`src/hw/rtl/rhb_pkg.sv`:
```
// Shared types and constants for the range histogram binner.
// No dependencies; used by every RTL file of the block except rhb_checker.
package rhb_pkg;

    localparam int NUM_BINS_DEF    = 1024;
    localparam int COUNT_WIDTH_DEF = 32;
    // scaled numerator (v - lo) * w stays below 2^27 for w <= 2047
    localparam int NUM_W           = 28;
    localparam int DEN_W           = 16;
    localparam int PROD_W          = 30;

    typedef enum logic [1:0] {
        OP_PUSH  = 2'd0,
        OP_READ  = 2'd1,
        OP_CLEAR = 2'd2,
        OP_NONE  = 2'd3
    } opcode_t;

    typedef enum logic [2:0] {
        REG_EIGHT_BIT  = 3'd0,
        REG_LOW_FIRST  = 3'd1,
        REG_LOWEST     = 3'd2,
        REG_GREATEST   = 3'd3,
        REG_BINS       = 3'd4
    } cfg_reg_t;

    typedef enum logic [3:0] {
        ST_INIT,
        ST_IDLE,
        ST_DECODE,
        ST_MUL,
        ST_DIV1S,
        ST_DIV1W,
        ST_DIV2S,
        ST_DIV2W,
        ST_SPAN,
        ST_BIN_RD,
        ST_BIN_WR,
        ST_READ,
        ST_CLEAR,
        ST_DONE
    } state_t;

    typedef struct packed {
        logic load_in;
        logic mul;
        logic div_start;
        logic div_sel;
        logic cap_q1;
        logic span;
        logic bin_rd;
        logic bin_wr;
        logic step;
        logic rd_bin;
        logic clr_wr;
        logic load_out;
    } cmd_t;

    typedef struct packed {
        opcode_t op;
        logic    bin_go;
        logic    div_busy;
        logic    bin_last;
        logic    clr_last;
        logic    out_free;
    } status_t;

endpackage

```
`src/hw/rtl/rhb_ctrl.sv`:
```
// Sequencer for the range histogram binner.
// Depends on rhb_pkg; drives rhb_dp through cmd_t and reads status_t.
module rhb_ctrl
    import rhb_pkg::*;
(
    input  logic    clk,
    input  logic    rst_n,
    input  logic    in_valid,
    output logic    in_ready,
    input  status_t status,
    output cmd_t    cmd
);

    state_t state_reg;
    state_t state_next;

    always_ff @(posedge clk or negedge rst_n)
    begin
        if (!rst_n)
        begin
            state_reg <= ST_INIT;
        end
        else
        begin
            state_reg <= state_next;
        end
    end

    always_comb
    begin
        state_next = state_reg;
        unique case (state_reg)
            ST_INIT:
            begin
                if (status.clr_last)
                begin
                    state_next = ST_IDLE;
                end
            end
            ST_IDLE:
            begin
                if (in_valid)
                begin
                    state_next = ST_DECODE;
                end
            end
            ST_DECODE:
            begin
                unique case (status.op)
                    OP_CLEAR: state_next = ST_CLEAR;
                    OP_READ:  state_next = ST_READ;
                    OP_PUSH:  state_next = status.bin_go ? ST_MUL : ST_DONE;
                    default:  state_next = ST_DONE;
                endcase
            end
            ST_MUL:   state_next = ST_DIV1S;
            ST_DIV1S: state_next = ST_DIV1W;
            ST_DIV1W:
            begin
                if (!status.div_busy)
                begin
                    state_next = ST_DIV2S;
                end
            end
            ST_DIV2S: state_next = ST_DIV2W;
            ST_DIV2W:
            begin
                if (!status.div_busy)
                begin
                    state_next = ST_SPAN;
                end
            end
            ST_SPAN:   state_next = ST_BIN_RD;
            ST_BIN_RD: state_next = ST_BIN_WR;
            ST_BIN_WR: state_next = status.bin_last ? ST_DONE : ST_BIN_RD;
            ST_READ:   state_next = ST_DONE;
            ST_CLEAR:
            begin
                if (status.clr_last)
                begin
                    state_next = ST_DONE;
                end
            end
            ST_DONE:
            begin
                if (status.out_free)
                begin
                    state_next = ST_IDLE;
                end
            end
            default:   state_next = ST_INIT;
        endcase
    end

    always_comb
    begin
        cmd      = '0;
        in_ready = 1'b0;
        unique case (state_reg)
            ST_INIT:   cmd.clr_wr = 1'b1;
            ST_IDLE:
            begin
                in_ready    = 1'b1;
                cmd.load_in = in_valid;
            end
            ST_MUL:    cmd.mul = 1'b1;
            ST_DIV1S:  cmd.div_start = 1'b1;
            ST_DIV2S:
            begin
                cmd.div_start = 1'b1;
                cmd.div_sel   = 1'b1;
                cmd.cap_q1    = 1'b1;
            end
            ST_SPAN:   cmd.span = 1'b1;
            ST_BIN_RD: cmd.bin_rd = 1'b1;
            ST_BIN_WR:
            begin
                cmd.bin_wr = 1'b1;
                cmd.step   = !status.bin_last;
            end
            ST_READ:   cmd.rd_bin = 1'b1;
            ST_CLEAR:  cmd.clr_wr = 1'b1;
            ST_DONE:   cmd.load_out = status.out_free;
            default:   cmd = '0;
        endcase
    end

endmodule

```
`config.mk`:
```
export PLATFORM = sky130hd
export DESIGN_NAME = rhb_ctrl
export DESIGN_NICKNAME = d
export VERILOG_FILES = /design/src/hw/rtl/rhb_pkg.sv /design/src/hw/rtl/rhb_ctrl.sv
export SDC_FILE = /design/constraint.sdc
export NUM_CORES = 1
export LEC_CHECK = 0
export BUFFER_PORTS_ARGS = -buffer_cell sky130_fd_sc_hd__buf_2
export CAP_MARGIN = 20
export CORE_AREA = 5 5 42 44
export CTS_CLUSTER_SIZE = 8
export DETAILED_ROUTE_END_ITERATION = 8
export DIE_AREA = 0 0 47 49
export SLEW_MARGIN = 10
export SYNTH_ARGS = -nofsm -noshare
export SYNTH_HDL_FRONTEND = slang
export SYNTH_SLANG_ARGS = --single-unit
export TNS_END_PERCENT = 30
```
`constraint.sdc`:
```
create_clock -name clk -period 1.7 [get_ports clk]
set_input_delay 0.17 -clock clk [delete_from_list [all_inputs] [get_ports clk]]
set_output_delay 0.17 -clock clk [all_outputs]
set_load 0.05 [all_outputs]
```
==> results.yml, run 1 <==
status:
  run_status: "finished clean"
floorplanning:
  die-area_sq_mm: 0.00230
  core_region_area_sq_mm: 0.00140
  die_h_microns: 49
  rows: 14
  dieWidth_microns: 47
  io_pins: 23
  start_util: 0.342
clock_network:
  post_cts_buffers: 0
  htreeDepth: 1
  clock_latency_ns: 0.23
  cts_buffer_depth: 2
  clk_pin_slew_ns: 0.03
  ctsRootBufferMaster: "clkbuf_4"
  cts_made_buffers: 3
  cts_tree: "yes"
  cts_sinks: 4
min_path:
  min_path_type: "input port to asynchronous set/reset pin"
routing:
  wl_per_cell_microns: 12.4
  drtPass1Iterations: 4
  routed_via_density: 5.18
  drc_errors: 0
  vias: 523
  finalWirelength_microns: 1250
  drt_iter0_drc: 8
  ant_nets: 0
finish:
  largest_reg_flops: 4
  n_antenna_cell: 0
  syn2layout_area_growth_pct: 35.0
  layout-drive-gt1-share: 0.529
  fin_cells: 101
  nNetsFinal: 97
yosys:
  synth.cell_area_sq_um: 479
  synth_top_area_frac: 0.209
  ys_top_cells_by_area: "dfrtp_1 21%, nand2b_1 6.5%, a2bb2oi_2 6.3%"
  yosysTopAreaCell: "dfrtp_1"
  synth_enable_flop_cells: 0
  netlist_instances: 61
  avgSynthCellArea_sq_um: 7.86
  ys_warn_count: 0
  synth_most_common_cell: "nor2_1"
  synth_ff_type: "dfrtp_1"
  async_flop_share: 1.00
  ys_types: 33
  ys_seq_area_frac: 0.209
  ys_ff_latch: 4
  synth_fp_nets: 71
  synth_commonest_cells: "8 x nor2_1, 5 x nand2b_1, 5 x nor3_1, 4 x dfrtp_1"
global_route:
  grt_pass1_wl_microns: 1810
  grt_antenna_before_repair: 0
  grt_overflow: 0
  grt_max_degree: 14
  grt_usage: 0.105
  grt_pass1_vias: 455
power:
  intPower_w: 0.000667
  p_leak_nw: 0.317
  ir_worst_vdd_v: 0.00102
  p_switching_w: 0.000836
  switching_share: 0.556
  power.density_mw_per_mm2: 2320
  power_w: 0.00150
  clkPwrFrac: 0.075
  combPwrFrac: 0.766
  seq_power_share: 0.159
sta:
  rsz0062_at_grt: "no"
  tightest_slew_ns: 0.383
  slew_headroom: 0.741
  finalHoldViolations: 0
  drv_slew: 0
  fin_setup_tns_ns: 0
  fmax_mhz: 624
  fin_crit_sh: 0.942
  period_minus_slack_ns: 1.60
  setup_slack_ns: 0.0983
  finalClockSkew_ns: 0.000211
  fin_hold_ws_ns: 0.273
  setup_viol: 0
place:
  dp_hpwl_microns: 1040
  port_buffers: 22
  dp_slack_ns: 0.117
  dp.cells: 97
  gp_congestion: 0.760
critical_path:
  crit_path_max_fanout: 11
  cp_top_family: "flip-flops"
  slowest_stage: "dfrtp_2"
  start_kind: "register"
  arrival_ns: 1.43
  worstPathCellList: "nand2b_2, nor3_1, buf_2"
  worst_setup_path_end_kind: "output pin"
  crit_required_ns: 1.53
  critPathMaxStageDelay_ns: 0.47
  critical_path_buf_inv_count: 1
  critPathKind: "register to output pin"
run:
  cap_violations: 0
stage by stage:
step                area [sq um]  utilization
finish                       647        0.462
global route                 647        0.462
CTS                          644        0.460
detailed placement           609        0.435
global placement             609        0.435
floorplan                    489            -
worst paths after layout:
kind | from | to | slack (ns) | depth (start not counted)
max | state_reg[2] | cmd[3] | 0.1 | 3
min | rst_n | state_reg[0] | 0.27 | 2
max reg2reg | state_reg[2] | state_reg[3] | 0.24 | 4
min reg2reg | state_reg[1] | state_reg[2] | 0.72 | 3
max in group asynchronous | rst_n | state_reg[2] | 1.30 | 2
min in group clk | status[1] | state_reg[0] | 0.37 | 4
metal layers:
metal	global-route usage	part of all wire
met5	0	0
met4	0.0645	0
met3	0.0185	0.081
met2	0.158	0.51
met1	0.131	0.41
cell usage in the layout, fill, tap and decap left out, types with 2 or more instances in the layout:
cell        n
clkbuf_4    3
inv_2       3
nand2b_1    4
dfrtp_2     2
nor3_2      2
inv_1       2
nand3_1     2
nor2_1      8
buf_2      22
nor3_1      3
buf_4       4
nand2_1     2
a2bb2oi_2   2
dfrtp_1     2
nand2b_2    2
a21oi_1     3
cell type report:
class | count | area [sq um]
clock buffer | 3 | 22.5
inverter | 5 | 18.8
timing repair buffer | 27 | 150
sequential | 4 | 103
fill | 147 | 754
tap | 16 | 20.0
multi-input combinational | 46 | 333
kinds of logic (layout without fill, tap and decap cells):
kind of cell,count (synthesis),count (layout),share of synthesized area
simple gates,25,25,0.272
compound gates,19,19,0.347
buf+inv,11,35,0.123
flops,4,4,0.209
xor+xnor,1,1,0.0183
mux,1,1,0.0313
power by group through the flow:
stage / registers, W / logic (W) / clock network, W
CTS: 0.000233 / 0.00115 / 0.000121
global placement: 0.000231 / 0.00115 / 0
finish: 0.000239 / 0.00115 / 0.000113
global route: 0.000251 / 0.00123 / 0.000120
floorplan: 0.000196 / 0.000971 / 0
detailed placement: 0.000232 / 0.00115 / 0
repair_timing:
item / in CTS / in global routing
hold buffers: 1 / 0
endpoints found under the setup margin: 1 / 2
gates resized for setup: 1 / 2
hold endpoints to repair: 4 / 0
No activity file was read; power rests on OpenSTA's default activity.
==> inputs of run 2 (changes only) <==
ABC_AREA = 1   (was not set)
CAP_MARGIN = not set   (was 20)
PLACE_DENSITY = 0.65   (was not set)
==> run 2 against run 1 <==
Wire length grew 12%. Maximum frequency grew 1.3%. Critical endpoint is now cmd[1]. Via count grew 22%. Global-route usage grew 3.3 points. Sequential power shrank 5%.
==> results.yml, run 2 <==
status:
  run_status: "finished clean"
global_route:
  grt_antenna_before_repair: 0
  grt_pass1_vias: 574
  grt_usage: 0.138
  grt_max_degree: 9
  grt_pass1_wl_microns: 2390
  grt_overflow: 0
routing:
  drt_iter0_drc: 16
  drc_errors: 0
  drtPass1Iterations: 4
  routed_via_density: 4.85
  vias: 636
  ant_nets: 0
  finalWirelength_microns: 1390
  wl_per_cell_microns: 10.6
min_path:
  worstHoldStart: "status[3]"
  min_path_type: "input port to register"
  whs_path_depth: 3
  holdPathEnd: "state_reg[1]"
critical_path:
  rr_worst_depth: 7
  crit_required_ns: 1.53
  arrival_ns: 1.41
  crit_path_max_fanout: 8
  start_kind: "register"
  regToRegStartpoint: "state_reg[2]"
  worst_setup_path_end_kind: "output pin"
  r2r-end: "state_reg[3]"
  critPathKind: "register to output pin"
  reg2reg_slack_ns: 0.36
yosys:
  synth_ff_type: "dfrtp_1"
  ys_seq_area_frac: 0.205
  synth_fp_nets: 101
  yosysTopAreaCell: "nand2_1"
  synth_top_area_frac: 0.246
  synth_enable_flop_cells: 0
  netlist_instances: 91
  ys_types: 16
  async_flop_share: 1.00
  ys_ff_latch: 4
  ys_top_cells_by_area: "nand2_1 25%, dfrtp_1 21%, nor2_1 11%"
  synth_commonest_cells: "32 x nand2_1, 14 x nor2_1, 13 x inv_1, 9 x nand3_1, 4 x dfrtp_1"
  synth.cell_area_sq_um: 488
  ys_warn_count: 0
  avgSynthCellArea_sq_um: 5.36
  synth_most_common_cell: "nand2_1"
power:
  power_w: 0.00136
  ir_worst_vdd_v: 0.000661
  power.density_mw_per_mm2: 2130
  p_leak_nw: 0.423
sta:
  fin_crit_sh: 0.930
  finalHoldViolations: 0
  setup_viol: 0
  setup_slack_ns: 0.118
  rsz0062_at_grt: "yes"
  fin_hold_ws_ns: 0.201
  tightest_slew_ns: 0.295
  period_minus_slack_ns: 1.58
  slew_headroom: 0.801
  drv_slew: 0
  finalClockSkew_ns: 0.00371
  fmax_mhz: 632
finish:
  fin_cells: 131
  largest_reg_flops: 4
  n_antenna_cell: 0
  nNetsFinal: 127
  final_common_cell: "nand2_1"
  syn2layout_area_growth_pct: 31.0
  layout_common_cells: "32 x nand2_1, 22 x buf_2, 13 x inv_1, 13 x nor2_1, 9 x nand3_1"
  layout-drive-gt1-share: 0.287
place:
  port_buffers: 22
  dp.cells: 127
  dp_hpwl_microns: 1150
  gp_congestion: 0.827
  dp_slack_ns: 0.311
floorplanning:
  start_util: 0.348
  die-area_sq_mm: 0.00230
  io_pins: 23
  die_h_microns: 49
  dieWidth_microns: 47
  rows: 14
  core_region_area_sq_mm: 0.00140
clock_network:
  clk_pin_slew_ns: 0.04
  cts_buffer_depth: 2
  cts_sinks: 4
  htreeDepth: 1
  ctsRootBufferMaster: "clkbuf_4"
  cts_tree: "yes"
  cts_made_buffers: 3
  clock_latency_ns: 0.24
  post_cts_buffers: 0
run:
  cap_violations: 0
run 2: cell type report:
class / count / area, sq um
clock buffer: 3 / 22.5
fill: 164 / 762
inverter: 14 / 53.8
multi-input combinational: 71 / 323
sequential: 4 / 100
tap: 16 / 20.0
timing repair buffer: 23 / 120
run 2: metrics by stage:
step	area [sq um]	util	TNS (ns)
after floorplan	493	-	-0.434
final	639	0.456	0
after global placement	604	0.431	0
after global routing	639	0.456	-0.0113
after CTS	637	0.454	0
after detailed placement	604	0.431	0
run 2: what timing repair did:
item	CTS	global route
hold buffers	1	0
resized for setup	0	1
endpoints found under the setup margin	0	2
endpoints found under the hold margin	4	0
run 2: cells by family (layout without fill, tap and decap cells):
family / count (synthesis) / in the layout / synth area share
flip-flops: 4 / 4 / 0.205
AND/OR/NAND/NOR: 65 / 65 / 0.574
buffers and inverters: 16 / 40 / 0.149
AO/OA/AOI/OAI: 6 / 6 / 0.0718
run 2: worst max-delay path by stage:
stage	startpoint	to	slack, ns	depth (start not counted)
detailed placement	state_reg[0]	cmd[1]	0.31	4
finish	state_reg[2]	cmd[1]	0.12	4
global placement	state_reg[0]	cmd[6]	0.35	4
global route	state_reg[0]	cmd[7]	-0.007	4
CTS	state_reg[0]	cmd[1]	0.05	4
floorplan	state_reg[3]	cmd[11]	-0.18	3
run 2: power breakdown:
| part | total (W) | internal, W | leakage, nW | switching, W |
|---|---|---|---|---|
| Clock | 0.000123 | 0.0000793 | 0.0138 | 0.0000434 |
| Sequential | 0.000227 | 0.000146 | 0.0496 | 0.0000806 |
| Combinational | 0.00101 | 0.000261 | 0.360 | 0.000750 |
| Total | 0.00136 | 0.000486 | 0.423 | 0.000874 |
run 2: metal layers:
metal / vias up / part of all wire / global-route usage
met3: 2 / 0.059 / 0.0221
met5: - / 0 / 0
met1: 283 / 0.43 / 0.182
li1: 330 / - / -
met4: 0 / 0.0086 / 0.0553
met2: 21 / 0.50 / 0.215
run 2: critical path, cell delays in order (launching register included):
cell and delay [ns]:
dfrtp_1 0.46, nor2_1 0.26, nand2_1 0.11, nand2_1 0.09, buf_2 0.26
==> inputs of run 3 (changes only) <==
RECOVER_POWER = 100   (was not set)
==> run 3 against run 2 <==
Combinational power about the same. First-iteration DRC count is the same. Non-clock buffer count unchanged. Via count decreased by 0.47%. Design area is 0.98% lower. Core utilization is 0.45 points lower. Critical path depth stayed put. Total power fell by 0.67%. Worst setup slack got worse by 0.028 ns. Wire length rose by 0.50%. Sequential share of layout area up 0.15 points. Critical path type unchanged. Critical endpoint is now cmd[3]. Largest cell class unchanged.
==> results.yml, run 3 (synthesized netlist as in run 2, its figures left out) <==
status:
  run_status: "finished clean"
sta:
  period_minus_slack_ns: 1.61
  setup_viol: 0
  slew_headroom: 0.801
  finalHoldViolations: 0
  rsz0062_at_grt: "yes"
  fin_crit_sh: 0.947
  drv_slew: 0
  tightest_slew_ns: 0.295
  finalClockSkew_ns: 0.00364
  fin_hold_ws_ns: 0.200
  fmax_mhz: 621
global_route:
  grt_antenna_before_repair: 0
  grt.busiest_layer: "met2"
  grt_pass1_vias: 574
  met1_usage: 0.182
  grt_pass1_wl_microns: 2390
  grt_max_degree: 9
  use_met2: 0.215
  grt_overflow: 0
  met3_usage: 0.0221
  grt_usage: 0.138
finish:
  syn2layout_area_growth_pct: 29.7
  multi_input_area_sq_um: 318
  layout-drive-gt1-share: 0.261
  finalInstanceArea_sq_um: 633
  final_core_util: 0.452
  n_antenna_cell: 0
  nNetsFinal: 127
  layout_common_cells: "32 x nand2_1, 15 x nor2_1, 13 x inv_1, 12 x buf_2"
  largest_reg_flops: 4
  fin_cells: 131
  fill_cells: 165
  seq_area_sq_um: 100
  final_common_cell: "nand2_1"
power:
  power_w: 0.00135
  switching_share: 0.644
  combPwrFrac: 0.741
  intPower_w: 0.000480
  p_leak_nw: 0.413
  clkPwrFrac: 0.091
  ir_worst_vdd_v: 0.000663
  p_switching_w: 0.000871
  seq_power_share: 0.168
  power.density_mw_per_mm2: 2130
critical_path:
  crit_required_ns: 1.53
  critPathKind: "register to output pin"
  arrival_ns: 1.44
  start_kind: "register"
  rr_worst_depth: 7
  worst_setup_path_end_kind: "output pin"
  regToRegStartpoint: "state_reg[2]"
  r2r-end: "state_reg[3]"
  crit_path_max_fanout: 8
  reg2reg_slack_ns: 0.35
floorplanning:
  core_region_area_sq_mm: 0.00140
  die_h_microns: 49
  die-area_sq_mm: 0.00230
  start_util: 0.348
  io_pins: 23
  rows: 14
  dieWidth_microns: 47
clock_network:
  ctsRootBufferMaster: "clkbuf_4"
  clock_latency_ns: 0.24
  clk_pin_slew_ns: 0.04
  cts_sinks: 4
  cts_made_buffers: 3
  cts_buffer_depth: 2
  htreeDepth: 1
  cts_tree: "yes"
  post_cts_buffers: 0
routing:
  vias: 633
  routed_via_density: 4.83
  drtPass1Iterations: 4
  ant_nets: 0
  drt_iter0_drc: 16
  finalWirelength_microns: 1400
  wl_per_cell_microns: 10.7
  drc_errors: 0
min_path:
  worstHoldStart: "status[3]"
  min_path_type: "input port to register"
  holdPathEnd: "state_reg[1]"
  whs_path_depth: 3
place:
  dp_hpwl_microns: 1150
  dp.cells: 127
  gp_congestion: 0.827
  port_buffers: 22
  place_area_sq_um: 604
run:
  cap_violations: 0
## run 3: cell types whose count changed in the layout (fill, tap and decap cells not counted)
cell      delta
buf_2       -10
clkbuf_2     +9
nor2_2       -2
clkbuf_1     +1
nor2_1       +2
## run 3: per-stage QoR
step / TNS [ns] / setup WS (ns)
floorplan: -0.434 / -0.177
global placement: 0 / 0.354
detailed placement: 0 / 0.311
CTS: 0 / 0.0528
global route: -0.0113 / -0.00676
finish: 0 / 0.0900
## run 3: cell type report
| class | count | area share |
|---|---|---|
| tap | 16 | 0.0316 |
| timing repair buffer | 23 | 0.188 |
| multi-input combinational | 71 | 0.502 |
| inverter | 14 | 0.0850 |
| sequential | 4 | 0.158 |
| clock buffer | 3 | 0.0356 |
## run 3: power by group through the flow
stage	combinational (W)	clock, W	sequential (W)
after floorplan	0.000841	0	0.000189
after global placement	0.000996	0	0.000218
after detailed placement	0.00100	0	0.000222
after CTS	0.00101	0.000127	0.000220
after global routing	0.00113	0.000132	0.000238
final	0.00100	0.000123	0.000227
## run 3: how the worst max path moves through the flow
| stage | end | cells past startpoint | from | slack [ns] |
|---|---|---|---|---|
| 2_1_floorplan | cmd[11] | 3 | state_reg[3] | -0.18 |
| 4_1_cts | cmd[1] | 4 | state_reg[0] | 0.05 |
| 5_1_grt | cmd[7] | 4 | state_reg[0] | -0.007 |
| 6_report | cmd[3] | 4 | state_reg[2] | 0.09 |
| 3_3_place_gp | cmd[6] | 4 | state_reg[0] | 0.35 |
| 3_5_place_dp | cmd[1] | 4 | state_reg[0] | 0.31 |
## run 3: repair_timing
action                                  4_1_cts  5_1_grt
hold buffers                                  1        0
hold endpoints to repair                      4        0
gates resized for setup                       0        1
endpoints found under the setup margin        0        2
## run 3: layer usage
metal  vias to the layer above  part of all wire
li1                        331                 -
met1                       277              0.43
met2                        23              0.50
met3                         2             0.061
met4                         0            0.0086
met5                         -                 0
## run 3: worst max-delay path, cell delays in order, from the launching register on
cell	delay, ns
dfrtp_1	0.46
clkinv_2	0.12
nand2_1	0.15
nor3_2	0.18
clkbuf_2	0.29
